[src/rtl/core/tldl_pkg.sv]
// Package for the text line layout block: result struct, config codes,
// byte constants and width limits. No dependencies.
package tldl_pkg;

	localparam int MIN_LINE_WIDTH = 20;
	localparam int MAX_LINE_WIDTH = 126;
	localparam int MAX_TAB        = 256;

	localparam int COL_W   = 7;
	localparam int ABS_W   = 16;
	localparam int PHASE_W = 8;
	localparam int TAB_W   = 9;
	localparam int SKIP_W  = 12;
	localparam int CFG_W   = 12;
	localparam int X_W     = 18;

	localparam logic [ABS_W-1:0] ABS_MAX = '1;

	// config register indexes
	localparam logic [1:0] CFG_LINE_WIDTH = 2'd0;
	localparam logic [1:0] CFG_TAB_SIZE   = 2'd1;
	localparam logic [1:0] CFG_ENCODING   = 2'd2;
	localparam logic [1:0] CFG_H_SKIP     = 2'd3;

	localparam logic [1:0] ENC_ASCII = 2'd0;
	localparam logic [1:0] ENC_SJIS  = 2'd1;
	localparam logic [1:0] ENC_EUC   = 2'd2;

	localparam logic [7:0] BYTE_NUL   = 8'h00;
	localparam logic [7:0] BYTE_TAB   = 8'h09;
	localparam logic [7:0] BYTE_LF    = 8'h0a;
	localparam logic [7:0] BYTE_SPACE = 8'h20;
	localparam logic [7:0] SJIS_LO1   = 8'h81;
	localparam logic [7:0] SJIS_HI1   = 8'h9f;
	localparam logic [7:0] SJIS_LO2   = 8'he0;
	localparam logic [7:0] SJIS_HI2   = 8'hfc;
	localparam logic [7:0] EUC_LO     = 8'ha1;
	localparam logic [7:0] EUC_HI     = 8'hfe;

	typedef struct packed {
		logic [COL_W-1:0] start_col;
		logic [COL_W-1:0] cell_count;
		logic [7:0]       fill_byte;
		logic             line_done;
		logic [COL_W-1:0] line_length;
		logic             last;
	} res_t;

	// results of one byte: count is 0, 1 or 2
	typedef struct packed {
		logic [1:0] count;
		res_t       first;
		res_t       second;
	} issue_t;

endpackage

[src/rtl/core/tldl_layout.sv]
// Layout logic and line state: config registers, column/tab/lead state and
// the single-pass computation of the runs for one byte. Depends on tldl_pkg.
module tldl_layout (
	input  logic                       clk,
	input  logic                       arst_n,
	input  logic                       cfg_wen,
	input  logic [1:0]                 cfg_index,
	input  logic [tldl_pkg::CFG_W-1:0] cfg_wdata,
	input  logic                       step,
	input  logic [7:0]                 byte_in,
	output tldl_pkg::issue_t           issue
);
	import tldl_pkg::*;

	logic [COL_W-1:0]   line_width_q;
	logic [TAB_W-1:0]   tab_size_q;
	logic [1:0]         encoding_q;
	logic [SKIP_W-1:0]  h_skip_q;

	logic [ABS_W-1:0]   abs_q, abs_d;
	logic [PHASE_W-1:0] phase_q, phase_d;
	logic               pend_q, pend_d;
	logic [7:0]         lead_q, lead_d;

	logic [COL_W-1:0]   w7;
	logic [TAB_W-1:0]   t9;
	logic signed [X_W-1:0] x, ws, lo, hi, hi_raw, span;
	logic [TAB_W-1:0]   tab_n, run_n;
	logic [7:0]         run_fill;
	logic               vis, is_tab, is_end, is_lead;
	logic [ABS_W-1:0]   abs_p1, abs_p2, abs_tab;
	logic [ABS_W:0]     abs_sum;
	logic [PHASE_W-1:0] ph1, ph2;
	logic [COL_W-1:0]   len;
	res_t               run_res;

	function automatic logic [PHASE_W-1:0] next_phase(input logic [PHASE_W-1:0] p,
		input logic [TAB_W-1:0] t);
		logic [TAB_W-1:0] nx;
		nx = {1'b0, p} + TAB_W'(1);
		return (nx >= t) ? '0 : nx[PHASE_W-1:0];
	endfunction

	always_ff @(posedge clk or negedge arst_n) begin
		if (!arst_n) begin
			line_width_q <= COL_W'(30);
			tab_size_q   <= TAB_W'(4);
			encoding_q   <= ENC_ASCII;
			h_skip_q     <= '0;
		end else if (cfg_wen) begin
			unique case (cfg_index)
				CFG_LINE_WIDTH: line_width_q <= cfg_wdata[COL_W-1:0];
				CFG_TAB_SIZE:   tab_size_q   <= cfg_wdata[TAB_W-1:0];
				CFG_ENCODING:   encoding_q   <= cfg_wdata[1:0];
				CFG_H_SKIP:     h_skip_q     <= cfg_wdata[SKIP_W-1:0];
			endcase
		end
	end

	always_ff @(posedge clk or negedge arst_n) begin
		if (!arst_n) begin
			abs_q   <= '0;
			phase_q <= '0;
			pend_q  <= 1'b0;
			lead_q  <= '0;
		end else if (step) begin
			abs_q   <= abs_d;
			phase_q <= phase_d;
			pend_q  <= pend_d;
			lead_q  <= lead_d;
		end
	end

	// effective register values
	always_comb begin
		if (line_width_q < COL_W'(MIN_LINE_WIDTH))
			w7 = COL_W'(MIN_LINE_WIDTH);
		else if (line_width_q > COL_W'(MAX_LINE_WIDTH))
			w7 = COL_W'(MAX_LINE_WIDTH);
		else
			w7 = line_width_q;
		if (tab_size_q == '0)
			t9 = TAB_W'(1);
		else if (tab_size_q > TAB_W'(MAX_TAB))
			t9 = TAB_W'(MAX_TAB);
		else
			t9 = tab_size_q;
	end

	assign ws = signed'({{(X_W-COL_W){1'b0}}, w7});
	assign x  = signed'({{(X_W-ABS_W){1'b0}}, abs_q})
		- signed'({{(X_W-SKIP_W){1'b0}}, h_skip_q});

	assign is_end = (byte_in == BYTE_LF) || (byte_in == BYTE_NUL);
	assign is_tab = (byte_in == BYTE_TAB);
	always_comb begin
		if (encoding_q == ENC_SJIS)
			is_lead = (byte_in >= SJIS_LO1 && byte_in <= SJIS_HI1)
				|| (byte_in >= SJIS_LO2 && byte_in <= SJIS_HI2);
		else if (encoding_q == ENC_EUC)
			is_lead = byte_in >= EUC_LO && byte_in <= EUC_HI;
		else
			is_lead = 1'b0;
	end

	// stale phase (tab_size shrank mid-line) gives a one-column tab
	assign tab_n    = ({1'b0, phase_q} < t9) ? t9 - {1'b0, phase_q} : TAB_W'(1);
	assign run_n    = is_tab ? tab_n : TAB_W'(1);
	assign run_fill = is_tab ? BYTE_SPACE : byte_in;

	// clip the run [x, x+n) to the visible cells [0, w)
	assign hi_raw = x + signed'({{(X_W-TAB_W){1'b0}}, run_n});
	assign lo     = (x < 0) ? '0 : x;
	assign hi     = (hi_raw > ws) ? ws : hi_raw;
	assign vis    = hi > lo;
	assign span   = hi - lo;

	always_comb begin
		run_res      = '0;
		run_res.last = 1'b1;
		if (vis) begin
			run_res.start_col  = lo[COL_W-1:0];
			run_res.cell_count = span[COL_W-1:0];
			run_res.fill_byte  = run_fill;
		end
	end

	always_comb begin
		if (x < 0)
			len = '0;
		else if (x > ws)
			len = w7;
		else
			len = x[COL_W-1:0];
	end

	assign abs_p1  = (abs_q == ABS_MAX) ? ABS_MAX : abs_q + ABS_W'(1);
	assign abs_p2  = (abs_q >= ABS_MAX - ABS_W'(1)) ? ABS_MAX : abs_q + ABS_W'(2);
	assign abs_sum = {1'b0, abs_q} + {{(ABS_W+1-TAB_W){1'b0}}, tab_n};
	assign abs_tab = abs_sum[ABS_W] ? ABS_MAX : abs_sum[ABS_W-1:0];
	assign ph1     = next_phase(phase_q, t9);
	assign ph2     = next_phase(ph1, t9);

	always_comb begin
		issue   = '0;
		abs_d   = abs_q;
		phase_d = phase_q;
		pend_d  = pend_q;
		lead_d  = lead_q;
		if (pend_q) begin
			// any byte is the trail here, the encoding is not consulted
			issue.count       = 2'd1;
			issue.first.last  = 1'b1;
			if (x == -1) begin
				issue.first.cell_count = COL_W'(1);
				issue.first.fill_byte  = BYTE_SPACE;
			end else if (x >= 0 && x < ws - 1) begin
				issue.count             = 2'd2;
				issue.first.start_col   = x[COL_W-1:0];
				issue.first.cell_count  = COL_W'(1);
				issue.first.fill_byte   = lead_q;
				issue.first.last        = 1'b0;
				issue.second.start_col  = x[COL_W-1:0] + COL_W'(1);
				issue.second.cell_count = COL_W'(1);
				issue.second.fill_byte  = byte_in;
				issue.second.last       = 1'b1;
			end else if (x == ws - 1) begin
				issue.first.start_col  = x[COL_W-1:0];
				issue.first.cell_count = COL_W'(1);
				issue.first.fill_byte  = BYTE_SPACE;
			end
			pend_d  = 1'b0;
			abs_d   = abs_p2;
			phase_d = ph2;
		end else if (is_end) begin
			issue.count             = 2'd1;
			issue.first.line_done   = 1'b1;
			issue.first.line_length = len;
			issue.first.last        = 1'b1;
			abs_d   = '0;
			phase_d = '0;
		end else if (is_tab) begin
			issue.count = 2'd1;
			issue.first = run_res;
			abs_d       = abs_tab;
			phase_d     = '0;
		end else if (is_lead) begin
			pend_d = 1'b1;
			lead_d = byte_in;
		end else begin
			issue.count = 2'd1;
			issue.first = run_res;
			abs_d       = abs_p1;
			phase_d     = ph1;
		end
	end

endmodule

[src/rtl/core/tldl_out_queue.sv]
// Two-slot result queue between the layout logic and the output channel.
// Takes all results of one byte at once. Depends on tldl_pkg.
module tldl_out_queue (
	input  logic             clk,
	input  logic             arst_n,
	input  logic             push,
	input  tldl_pkg::issue_t issue,
	input  logic             pop,
	output logic             free,
	output logic             head_valid,
	output tldl_pkg::res_t   head
);
	import tldl_pkg::*;

	logic [1:0] count_q;
	res_t       slot0_q, slot1_q;

	// a byte is taken only when the queue is empty after this cycle's pop
	assign free       = (count_q == 2'd0) || (count_q == 2'd1 && pop);
	assign head_valid = count_q != 2'd0;
	assign head       = slot0_q;

	always_ff @(posedge clk or negedge arst_n) begin
		if (!arst_n) begin
			count_q <= 2'd0;
		end else if (push) begin
			count_q <= issue.count;
		end else if (pop) begin
			count_q <= count_q - 2'd1;
		end
	end

	always_ff @(posedge clk) begin
		if (push) begin
			slot0_q <= issue.first;
			slot1_q <= issue.second;
		end else if (pop) begin
			slot0_q <= slot1_q;
		end
	end

endmodule

[src/rtl/core/text_line_tab_dbcs_layout.sv]
// Top level of the text line layout block: input register, layout logic and
// result queue. Depends on tldl_pkg, tldl_layout and tldl_out_queue.
//
//   channel   signals                                      width(s)
//   text      text_valid text_ready text_byte              1 1 8
//   out       out_valid out_ready start_col cell_count     1 1 7 7
//             fill_byte line_done line_length last         8 1 7 1
//   cfg       cfg_wen cfg_index cfg_wdata                  1 2 12
//
// One byte per clock while the output keeps up: each byte is registered in the
// input register and its runs are written into the result queue as it leaves.
// A byte that yields two runs (double-byte pair) holds the input register
// while the queue drains, as the output carries one run per beat.
// Reset clears the line state and loads the config defaults; no clearing pass.
// A stalled output holds one byte in the input register; text_ready then drops.
module text_line_tab_dbcs_layout (
	input  logic                       clk,
	input  logic                       arst_n,
	input  logic                       text_valid,
	output logic                       text_ready,
	input  logic [7:0]                 text_byte,
	output logic                       out_valid,
	input  logic                       out_ready,
	output logic [tldl_pkg::COL_W-1:0] start_col,
	output logic [tldl_pkg::COL_W-1:0] cell_count,
	output logic [7:0]                 fill_byte,
	output logic                       line_done,
	output logic [tldl_pkg::COL_W-1:0] line_length,
	output logic                       last,
	input  logic                       cfg_wen,
	input  logic [1:0]                 cfg_index,
	input  logic [tldl_pkg::CFG_W-1:0] cfg_wdata
);
	import tldl_pkg::*;

	logic       valid_s1;
	logic [7:0] byte_s1;
	logic       step, pop, free;
	issue_t     issue;
	res_t       head;

	assign pop        = out_valid && out_ready;
	assign step       = valid_s1 && free;
	assign text_ready = !valid_s1 || step;

	always_ff @(posedge clk or negedge arst_n) begin
		if (!arst_n) begin
			valid_s1 <= 1'b0;
		end else if (text_ready) begin
			valid_s1 <= text_valid;
		end
	end

	always_ff @(posedge clk) begin
		if (text_ready && text_valid) begin
			byte_s1 <= text_byte;
		end
	end

	tldl_layout u_layout (
		.clk       (clk),
		.arst_n    (arst_n),
		.cfg_wen   (cfg_wen),
		.cfg_index (cfg_index),
		.cfg_wdata (cfg_wdata),
		.step      (step),
		.byte_in   (byte_s1),
		.issue     (issue)
	);

	tldl_out_queue u_queue (
		.clk        (clk),
		.arst_n     (arst_n),
		.push       (step),
		.issue      (issue),
		.pop        (pop),
		.free       (free),
		.head_valid (out_valid),
		.head       (head)
	);

	assign start_col   = head.start_col;
	assign cell_count  = head.cell_count;
	assign fill_byte   = head.fill_byte;
	assign line_done   = head.line_done;
	assign line_length = head.line_length;
	assign last        = head.last;

`ifndef ASSERT_OFF
	// the trail run of a pair is queued with the lead run
	a_pair_follows: assert property (@(posedge clk) disable iff (!arst_n)
		out_valid && out_ready && !last |=> out_valid)
		else $error("second run of a pair missing");

	a_done_empty: assert property (@(posedge clk) disable iff (!arst_n)
		out_valid && line_done |-> cell_count == '0 && last)
		else $error("line end carries cells");

	a_len_only_done: assert property (@(posedge clk) disable iff (!arst_n)
		out_valid && !line_done |-> line_length == '0)
		else $error("line length outside line end");

	a_run_in_line: assert property (@(posedge clk) disable iff (!arst_n)
		out_valid |-> ({1'b0, start_col} + {1'b0, cell_count})
			<= (COL_W+1)'(MAX_LINE_WIDTH))
		else $error("run beyond the line");
`endif

endmodule
[config.mk]
export PLATFORM = sky130hd
export DESIGN_NAME = text_line_tab_dbcs_layout
export DESIGN_NICKNAME = d
export VERILOG_FILES = /design/src/rtl/core/tldl_pkg.sv /design/src/rtl/core/tldl_layout.sv /design/src/rtl/core/tldl_out_queue.sv /design/src/rtl/core/text_line_tab_dbcs_layout.sv
export SDC_FILE = /design/constraint.sdc
export NUM_CORES = 1
export LEC_CHECK = 0
export BUFFER_PORTS_ARGS = -buffer_cell sky130_fd_sc_hd__buf_4
export CAP_MARGIN = 20
export CORE_ASPECT_RATIO = 1.75
export CORE_MARGIN = 4
export CORE_UTILIZATION = 40
export CTS_CLUSTER_SIZE = 20
export DETAILED_ROUTE_END_ITERATION = 12
export HOLD_SLACK_MARGIN = 0.03
export PLACE_DENSITY = 0.56
export SLEW_MARGIN = 20
export SYNTH_ARGS = -nofsm -noshare
export SYNTH_HDL_FRONTEND = slang
export SYNTH_SLANG_ARGS = --single-unit
[constraint.sdc]
create_clock -name clk -period 9.4 [get_ports clk]
set_clock_uncertainty 0.05 [all_clocks]
set_input_delay 0.47 -clock clk [delete_from_list [all_inputs] [get_ports clk]]
set_output_delay 0.47 -clock clk [all_outputs]
set_load 0.01 [all_outputs]
======== After elaboration in Yosys (flattened, before gate mapping) ========
Cells that the tools add are included.
storage, ports and cells
  register bits ........................... 128
  input bits .............................. 27
  output and inout bits ................... 33
  word-level logic and storage cells ...... 146
cells by class
  add/subtract/negate cells ............... 12
  magnitude comparators ................... 19
  eq/ne operators ......................... 12
  muxes and demuxes ....................... 51
  bitwise operators ....................... 4
  reduce and logical (&&, ||, !) cells .... 27
operators with widths
  kind                                                                count
  two-way mux 16 bit                                                  7
  two-way mux 22 bit                                                  4
  two-way mux 8 bit                                                   8
  two-way mux 31 bit                                                  2
  two-way mux 9 bit                                                   6
  two-way mux 23 bit                                                  2
  two-way mux 18 bit                                                  2
  two-way mux 33 bit                                                  1
  two-way mux 32 bit                                                  1
  two-way mux 7 bit                                                   4
  greater-or-equal comparator 8 bit, second input constant            3
  <= comparator 8 bit, second input constant                          3
  two-way mux 24 bit                                                  1
  adder 17 x 10 -> 18 bit                                             1
  adder 8 x 1 -> 9 bit, second input constant                         2
  greater-or-equal comparator 9 bit                                   2
  > comparator 18 bit                                                 1
  > comparator 18 x 8 -> 1 bit                                        1
  adder 16 x 9 -> 17 bit                                              1
  equality test 17 x 1 -> 1 bit, second input constant                1
  equality test 17 x 8 -> 1 bit                                       1
  greater-or-equal comparator 17 x 1 -> 1 bit, second input constant  1
  > comparator 17 x 8 -> 1 bit                                        1
  less-than comparator 17 x 1 -> 1 bit, second input constant         1
  34 further kinds                                                    68

======== Longest topological paths before layout ========
  depth after elaboration ................. 16
  gate-level depth with buffers ........... 42

======== Modules after synthesis ========
From an unflattened synthesis, not the netlist that was laid out.
second synthesis, totals
  cell total of the unflattened synthesis .. 1197
  area total of the unflattened synthesis .. 11278.3 um2
by module, submodules not included
  module                     times used  cells each  area an instance (um2)  seq. area each (um2)
  tldl_layout                1           1069        8465.6                  1582.8
  tldl_out_queue             1           114         2506.2                  1911.8
  text_line_tab_dbcs_layout  1           14          306.5                   265.3

======== Least setup slack after synthesis ========
Ideal clock, no wire load.
  path type ............................... reg2reg
  from .................................... register u_layout.tab_size_q[2]
  to ...................................... register u_queue.slot0_q, in the netlist u_queue.head[16] (data pin)
  arrival ................................. 7158 ps
  required time ........................... 9089 ps
  slack ................................... 1932 ps
  stages on the path, launching flop included .. 40
  path buffers ............................ 2
  clock period less this slack ............ 7468 ps
  path through ............................ dfstp_2 > nor3_1 > a21oi_1 > nor2_1 > inv_1 > ha_1 > nor2b_1 > o21ai_0 > a21boi_0 > o21ai_0 > nand2b_1 > a21o_1 > a21o_1 > a31oi_1 > clkbuf_1 > nor3_1 > ha_1 > nor2b_1 > [4 not listed] > o22ai_1 > o211a_1 > or4b_1 > nand2_1 > nor2_2 > buf_6 > mux2_4 > ha_1 > o21a_1 > o31a_1 > o31a_1 > o211ai_1 > a21oi_1 > o22ai_1 > nand2b_1 > nor2b_1 > and2_1 > a221o_1
on the way
  word-level cells in the longest chain between the ends .. 16
  elaborated cells on any way between the ends .. 18
  those cells by class .................... add/sub: 2; order compare: 4; mux: 11; reduce/logical: 1
ends and longest elaborated chain
  item                                                                              RTL line              RTL
  from (decl)                                                                       tldl_layout.sv:16     logic [TAB_W-1:0] tab_size_q;
  from (signal assigned)                                                            tldl_layout.sv:53     CFG_TAB_SIZE: tab_size_q <= cfg_wdata[TAB_W-1:0];
  > comparator 9 bit                                                                tldl_layout.sv:84     else if (tab_size_q > TAB_W'(MAX_TAB))
  two-way mux 9 bit                                                                 tldl_layout.sv:84
  two-way mux 9 bit (*)                                                             tldl_layout.sv:82     if (tab_size_q == '0)
  subtractor 9 x 8 -> 9 bit or less-than comparator 8 x 9 -> 1 bit (tied branches)  tldl_layout.sv:107    assign tab_n = ({1'b0, phase_q} < t9) ? t9 - {1'b0, phase_q} : TAB_W'(1);
  two-way mux 9 bit (*)                                                             tldl_layout.sv:107
  two-way mux 9 bit (*)                                                             tldl_layout.sv:108    assign run_n = is_tab ? tab_n : TAB_W'(1);
  adder 17 x 10 -> 18 bit (*)                                                       tldl_layout.sv:112    assign hi_raw = x + signed'({{(X_W-TAB_W){1'b0}}, run_n});
  > comparator 18 x 8 -> 1 bit                                                      tldl_layout.sv:114    assign hi = (hi_raw > ws) ? ws : hi_raw;
  two-way mux 18 bit (*)                                                            tldl_layout.sv:114
  > comparator 18 bit (*)                                                           tldl_layout.sv:115    assign vis = hi > lo;
  two-way mux 22 bit (*)                                                            tldl_layout.sv:121    if (vis) begin
  two-way mux 32 bit                                                                tldl_layout.sv:187    end else if (is_lead) begin
  two-way mux 33 bit (*)                                                            tldl_layout.sv:182    end else if (is_tab) begin
  two-way mux 22 bit (*)                                                            tldl_layout.sv:175    end else if (is_end) begin
  two-way mux 24 bit (*)                                                            tldl_layout.sv:150    if (pend_q) begin
  two-way mux 31 bit (*)                                                            tldl_out_queue.sv:34  if (push) begin
  to (signal assigned)                                                              tldl_out_queue.sv:35  slot0_q <= issue.first;
  to (signal assigned)                                                              tldl_out_queue.sv:38  slot0_q <= slot1_q;
  to (decl)                                                                         tldl_out_queue.sv:16  res_t slot0_q, slot1_q;
Every way passes the cells marked *; elsewhere a longest branch is shown, timed or not.
A chain may end at the register's enable or synchronous reset.

======== Worst setup path after layout ========
  from .................................... register u_layout.tab_size_q[5]
  to ...................................... register u_queue.slot0_q, in the netlist u_queue.head[11] (data pin)
The elaborated chain is that of the path after synthesis.

==> impl_metrics.toml <==
[worst_setup_path]
critPathSlowestCell = "o41ai_2"
critPathKind = "reg -> reg"
start_kind = "flop"
cp-end-kind = "flop"
slowest_delay_ns = 0.49
path_max_fanout = 14
crit_required_ns = 9.54
cp_data_arrival_time_ns = 8.58

[finish]
syn2layout_area_growth_pct = 14.0
final_util = 0.464
drive_gt1_frac = 0.147
final_net_count = 1365
diodes = 0
fin_cells = 1550

[clock_tree]
worstSkewPairLatency_ns = 0.44
cts_tree = "done"
cts_max_level = 4
cts_num_sinks = 121
clockBufferDepth = 2
postCtsSetupBuffers = 0
clk_pin_slew_ns = 0.06
numCtsBuffers = 17
ctsRootBufferMaster = "clkbuf_16"

[power]
p_per_area_nw_per_um2 = 411
p_switching_mw = 2.35
p_leak_nw = 5.18
p_int_mw = 2.50
p_sw_frac = 0.485
ir_worst_vdd_mv = 0.185
p_clk_frac = 0.137
p_seq_frac = 0.198
pwr-share-comb = 0.666

[die]
boundaryPins = 60
fp.dieH_um = 221
coreArea_um2 = 25400
die_x_um = 130
rows = 77
die_area_um2 = 28600
initial_core_util = 0.407

[placement]
dp_hpwl_mm = 24.2
portBuffers = 59
place_congestion = 0.886
place_inst = 1518

[timing]
slew_viol_final = 0
slew_headroom = 0.394
rsz0062_at_grt = "no"
setup_tns_ns = 0
worst-slew-pin-transition_ns = 0.908
min_period_ns = 8.45
setup_viol = 0
finalHoldViolCount = 0
finalCritPeriodShare = 0.898
fmax_ghz = 0.118

[min_path]
min-delay-path-class = "in -> async"

[synth]
yosysTopAreaCell = "edfxtp_1"
synth_ff_type = "dfrtp_1"
synth_cells = 1159
synthDistinctLibCells = 81
synth-edff-count = 55
synth_seq_area_share = 0.320
async_reset_ff_frac = 0.545
netlist_area_um2 = 10400
synth_top_cell_area_share = 0.160
ys_warn_count = 0
synth.area.top_cells = "edfxtp_1, dfrtp_1, ha_1, nand2_1, mux2_2"
ys_seq_elements = 121
syn_area_per_cell_um2 = 8.93

[global_routing]
grt_pass1_vias = 9081
gr-total-overflow = 0
grt_use_total = 0.219
antenna_found_initial = 0
grt_first_pass_wirelength_mm = 48.6
grt_max_degree = 67

[outcome]
outcome = "complete, no violations"

[detailed_routing]
drt_pass1_iterations = 5
vias = 8989
ant_nets = 0
wl_mm = 30.6
avgViaCountPerCell = 5.80
drc = 0
drt_iter0_markers = 408
routedWlPerCell_um = 19.7

[job]
cap_violations = 0
-- timing repair --
item / in CTS / in global routing
endpoints found under the hold margin: 0 / 0
gates resized for setup: 0 / 2
endpoints found under the setup margin: 0 / 22
hold buffers: 0 / 0
-- cells by family (layout without fill, tap and decap cells) --
family                   count (synthesis)  count (layout)  share of synthesized area
AO/OA/AOI/OAI                          295             295                      0.191
XOR/XNOR                                64              64                     0.0556
adder cells (fa/ha/maj)                117             117                      0.145
buffers and inverters                  106             172                     0.0406
flip-flops                             121             121                      0.320
multiplexers                            48              48                     0.0523
other                                    1              10                   0.000362
AND/OR/NAND/NOR                        407             407                      0.195
-- Yosys cell counts (all sizes together), types with 6 or more instances --
master	number
nand3	36
clkbuf	36
or2	7
nand2b	13
o21ai	65
o22ai	7
nor4	7
o21a	15
inv	62
a21o	23
nor2	94
nor3	29
nor2b	28
o31ai	14
nand3b	6
ha	112
o21bai	6
mux2	40
or3	9
o211a	6
a221oi	14
buf	8
mux2i	8
and3	26
nand4	15
a211oi	10
nand2	111
edfxtp	55
a21oi	84
and2	12
xor2	24
dfrtp	61
a221o	7
xnor2	40
-- flip-flops by register name, indices dropped and copies added (netlist names), 2 cells and up --
| signal | flops |
|---|---|
| u_layout.line_width_q | 7 |
| u_layout.tab_size_q | 9 |
| u_layout.abs_q | 16 |
| u_layout.encoding_q | 2 |
| u_layout.h_skip_q | 12 |
| u_queue.count_q | 2 |
| u_layout.phase_q | 8 |
| u_queue.head | 31 |
| u_queue.slot1_q | 16 |
| byte_s1 | 8 |
| u_layout.lead_q | 8 |
-- worst max-delay path, delay by kind of cell (launching register included) --
family          cells  cell delay [ns]
buf+inv             2             0.14
fa+ha+maj           4             0.99
flops               1             0.38
simple gates       12             2.44
compound gates     18             3.79
mux                 2             0.40
-- final cells by class --
| type | count | area (um^2) |
|---|---|---|
| Clock buffer | 20 | 457 |
| Clock inverter | 12 | 138 |
| Fill cell | 2542 | 13600 |
| Inverter | 62 | 233 |
| Multi-Input combinational cell | 941 | 6690 |
| Sequential cell | 121 | 3310 |
| Tap cell | 316 | 395 |
| Timing Repair Buffer | 78 | 586 |
-- worst paths after layout --
kind | depth (start not counted) | end | slack (ns) | from
worst max-delay path | 38 | u_queue.head[11] | 0.95 | u_layout.tab_size_q[5]
worst min-delay path | 1 | u_layout.lead_q[1] | 0.1 | arst_n
worst max register to register | 38 | u_queue.head[11] | 0.95 | u_layout.tab_size_q[5]
worst min register to register | 1 | u_layout.lead_q[7] | 0.42 | u_layout.lead_q[7]
max in group asynchronous | 1 | u_layout.line_width_q[5] | 8.59 | arst_n
min in group clk | 1 | byte_s1[4] | 0.15 | text_byte[4]
-- through the flow --
step	setup WS, ns	total power [mW]	cell area, um^2	hold WS (ns)
3_3_place_gp	0.870	4.17	11200	0.398
5_1_grt	0.0814	5.29	11800	0.135
2_1_floorplan	1.93	3.20	10400	0.124
4_1_cts	0.650	4.88	11800	0.115
6_report	0.954	4.86	11800	0.0990
3_5_place_dp	0.696	4.19	11200	0.400
-- layout by cell type (no fill, tap or decap), types with 14 or more instances in the layout --
| master | synthesis | final |
|---|---|---|
| nor3_1 | 29 | 29 |
| ha_1 | 112 | 112 |
| xor2_1 | 23 | 23 |
| nand2_1 | 111 | 111 |
| nor2_1 | 92 | 92 |
| xnor2_1 | 39 | 39 |
| dfrtp_1 | 61 | 61 |
| mux2_2 | 37 | 37 |
| inv_1 | 62 | 62 |
| a21o_1 | 23 | 23 |
| nand3_1 | 36 | 36 |
| clkbuf_16 | 0 | 17 |
| nand4_1 | 15 | 15 |
| a21oi_1 | 80 | 80 |
| and3_1 | 26 | 26 |
| edfxtp_1 | 55 | 55 |
| a221oi_1 | 14 | 14 |
| buf_4 | 1 | 78 |
| o21a_1 | 15 | 15 |
| nor2b_1 | 28 | 28 |
| o21ai_0 | 60 | 60 |
-- per-layer routing --
metal | wire length [um] | up-vias | GRT usage | share of wire
met4 | 2480 | 0 | 0.156 | 0.081
met2 | 16200 | 243 | 0.393 | 0.53
met3 | 1030 | 107 | 0.0391 | 0.034
met5 | 0 | - | 0 | 0
li1 | - | 4366 | - | -
met1 | 10900 | 4273 | 0.221 | 0.36
-- power groups by stage --
stage               clock network (mW)  registers [mW]  logic [mW]
finish                           0.664           0.960        3.23
CTS                              0.680           0.962        3.24
global route                     0.702           0.980        3.60
global placement                     0           0.969        3.20
floorplan                            0           0.925        2.27
detailed placement                   0           0.971        3.22
No activity file was read; power rests on OpenSTA's default activity.
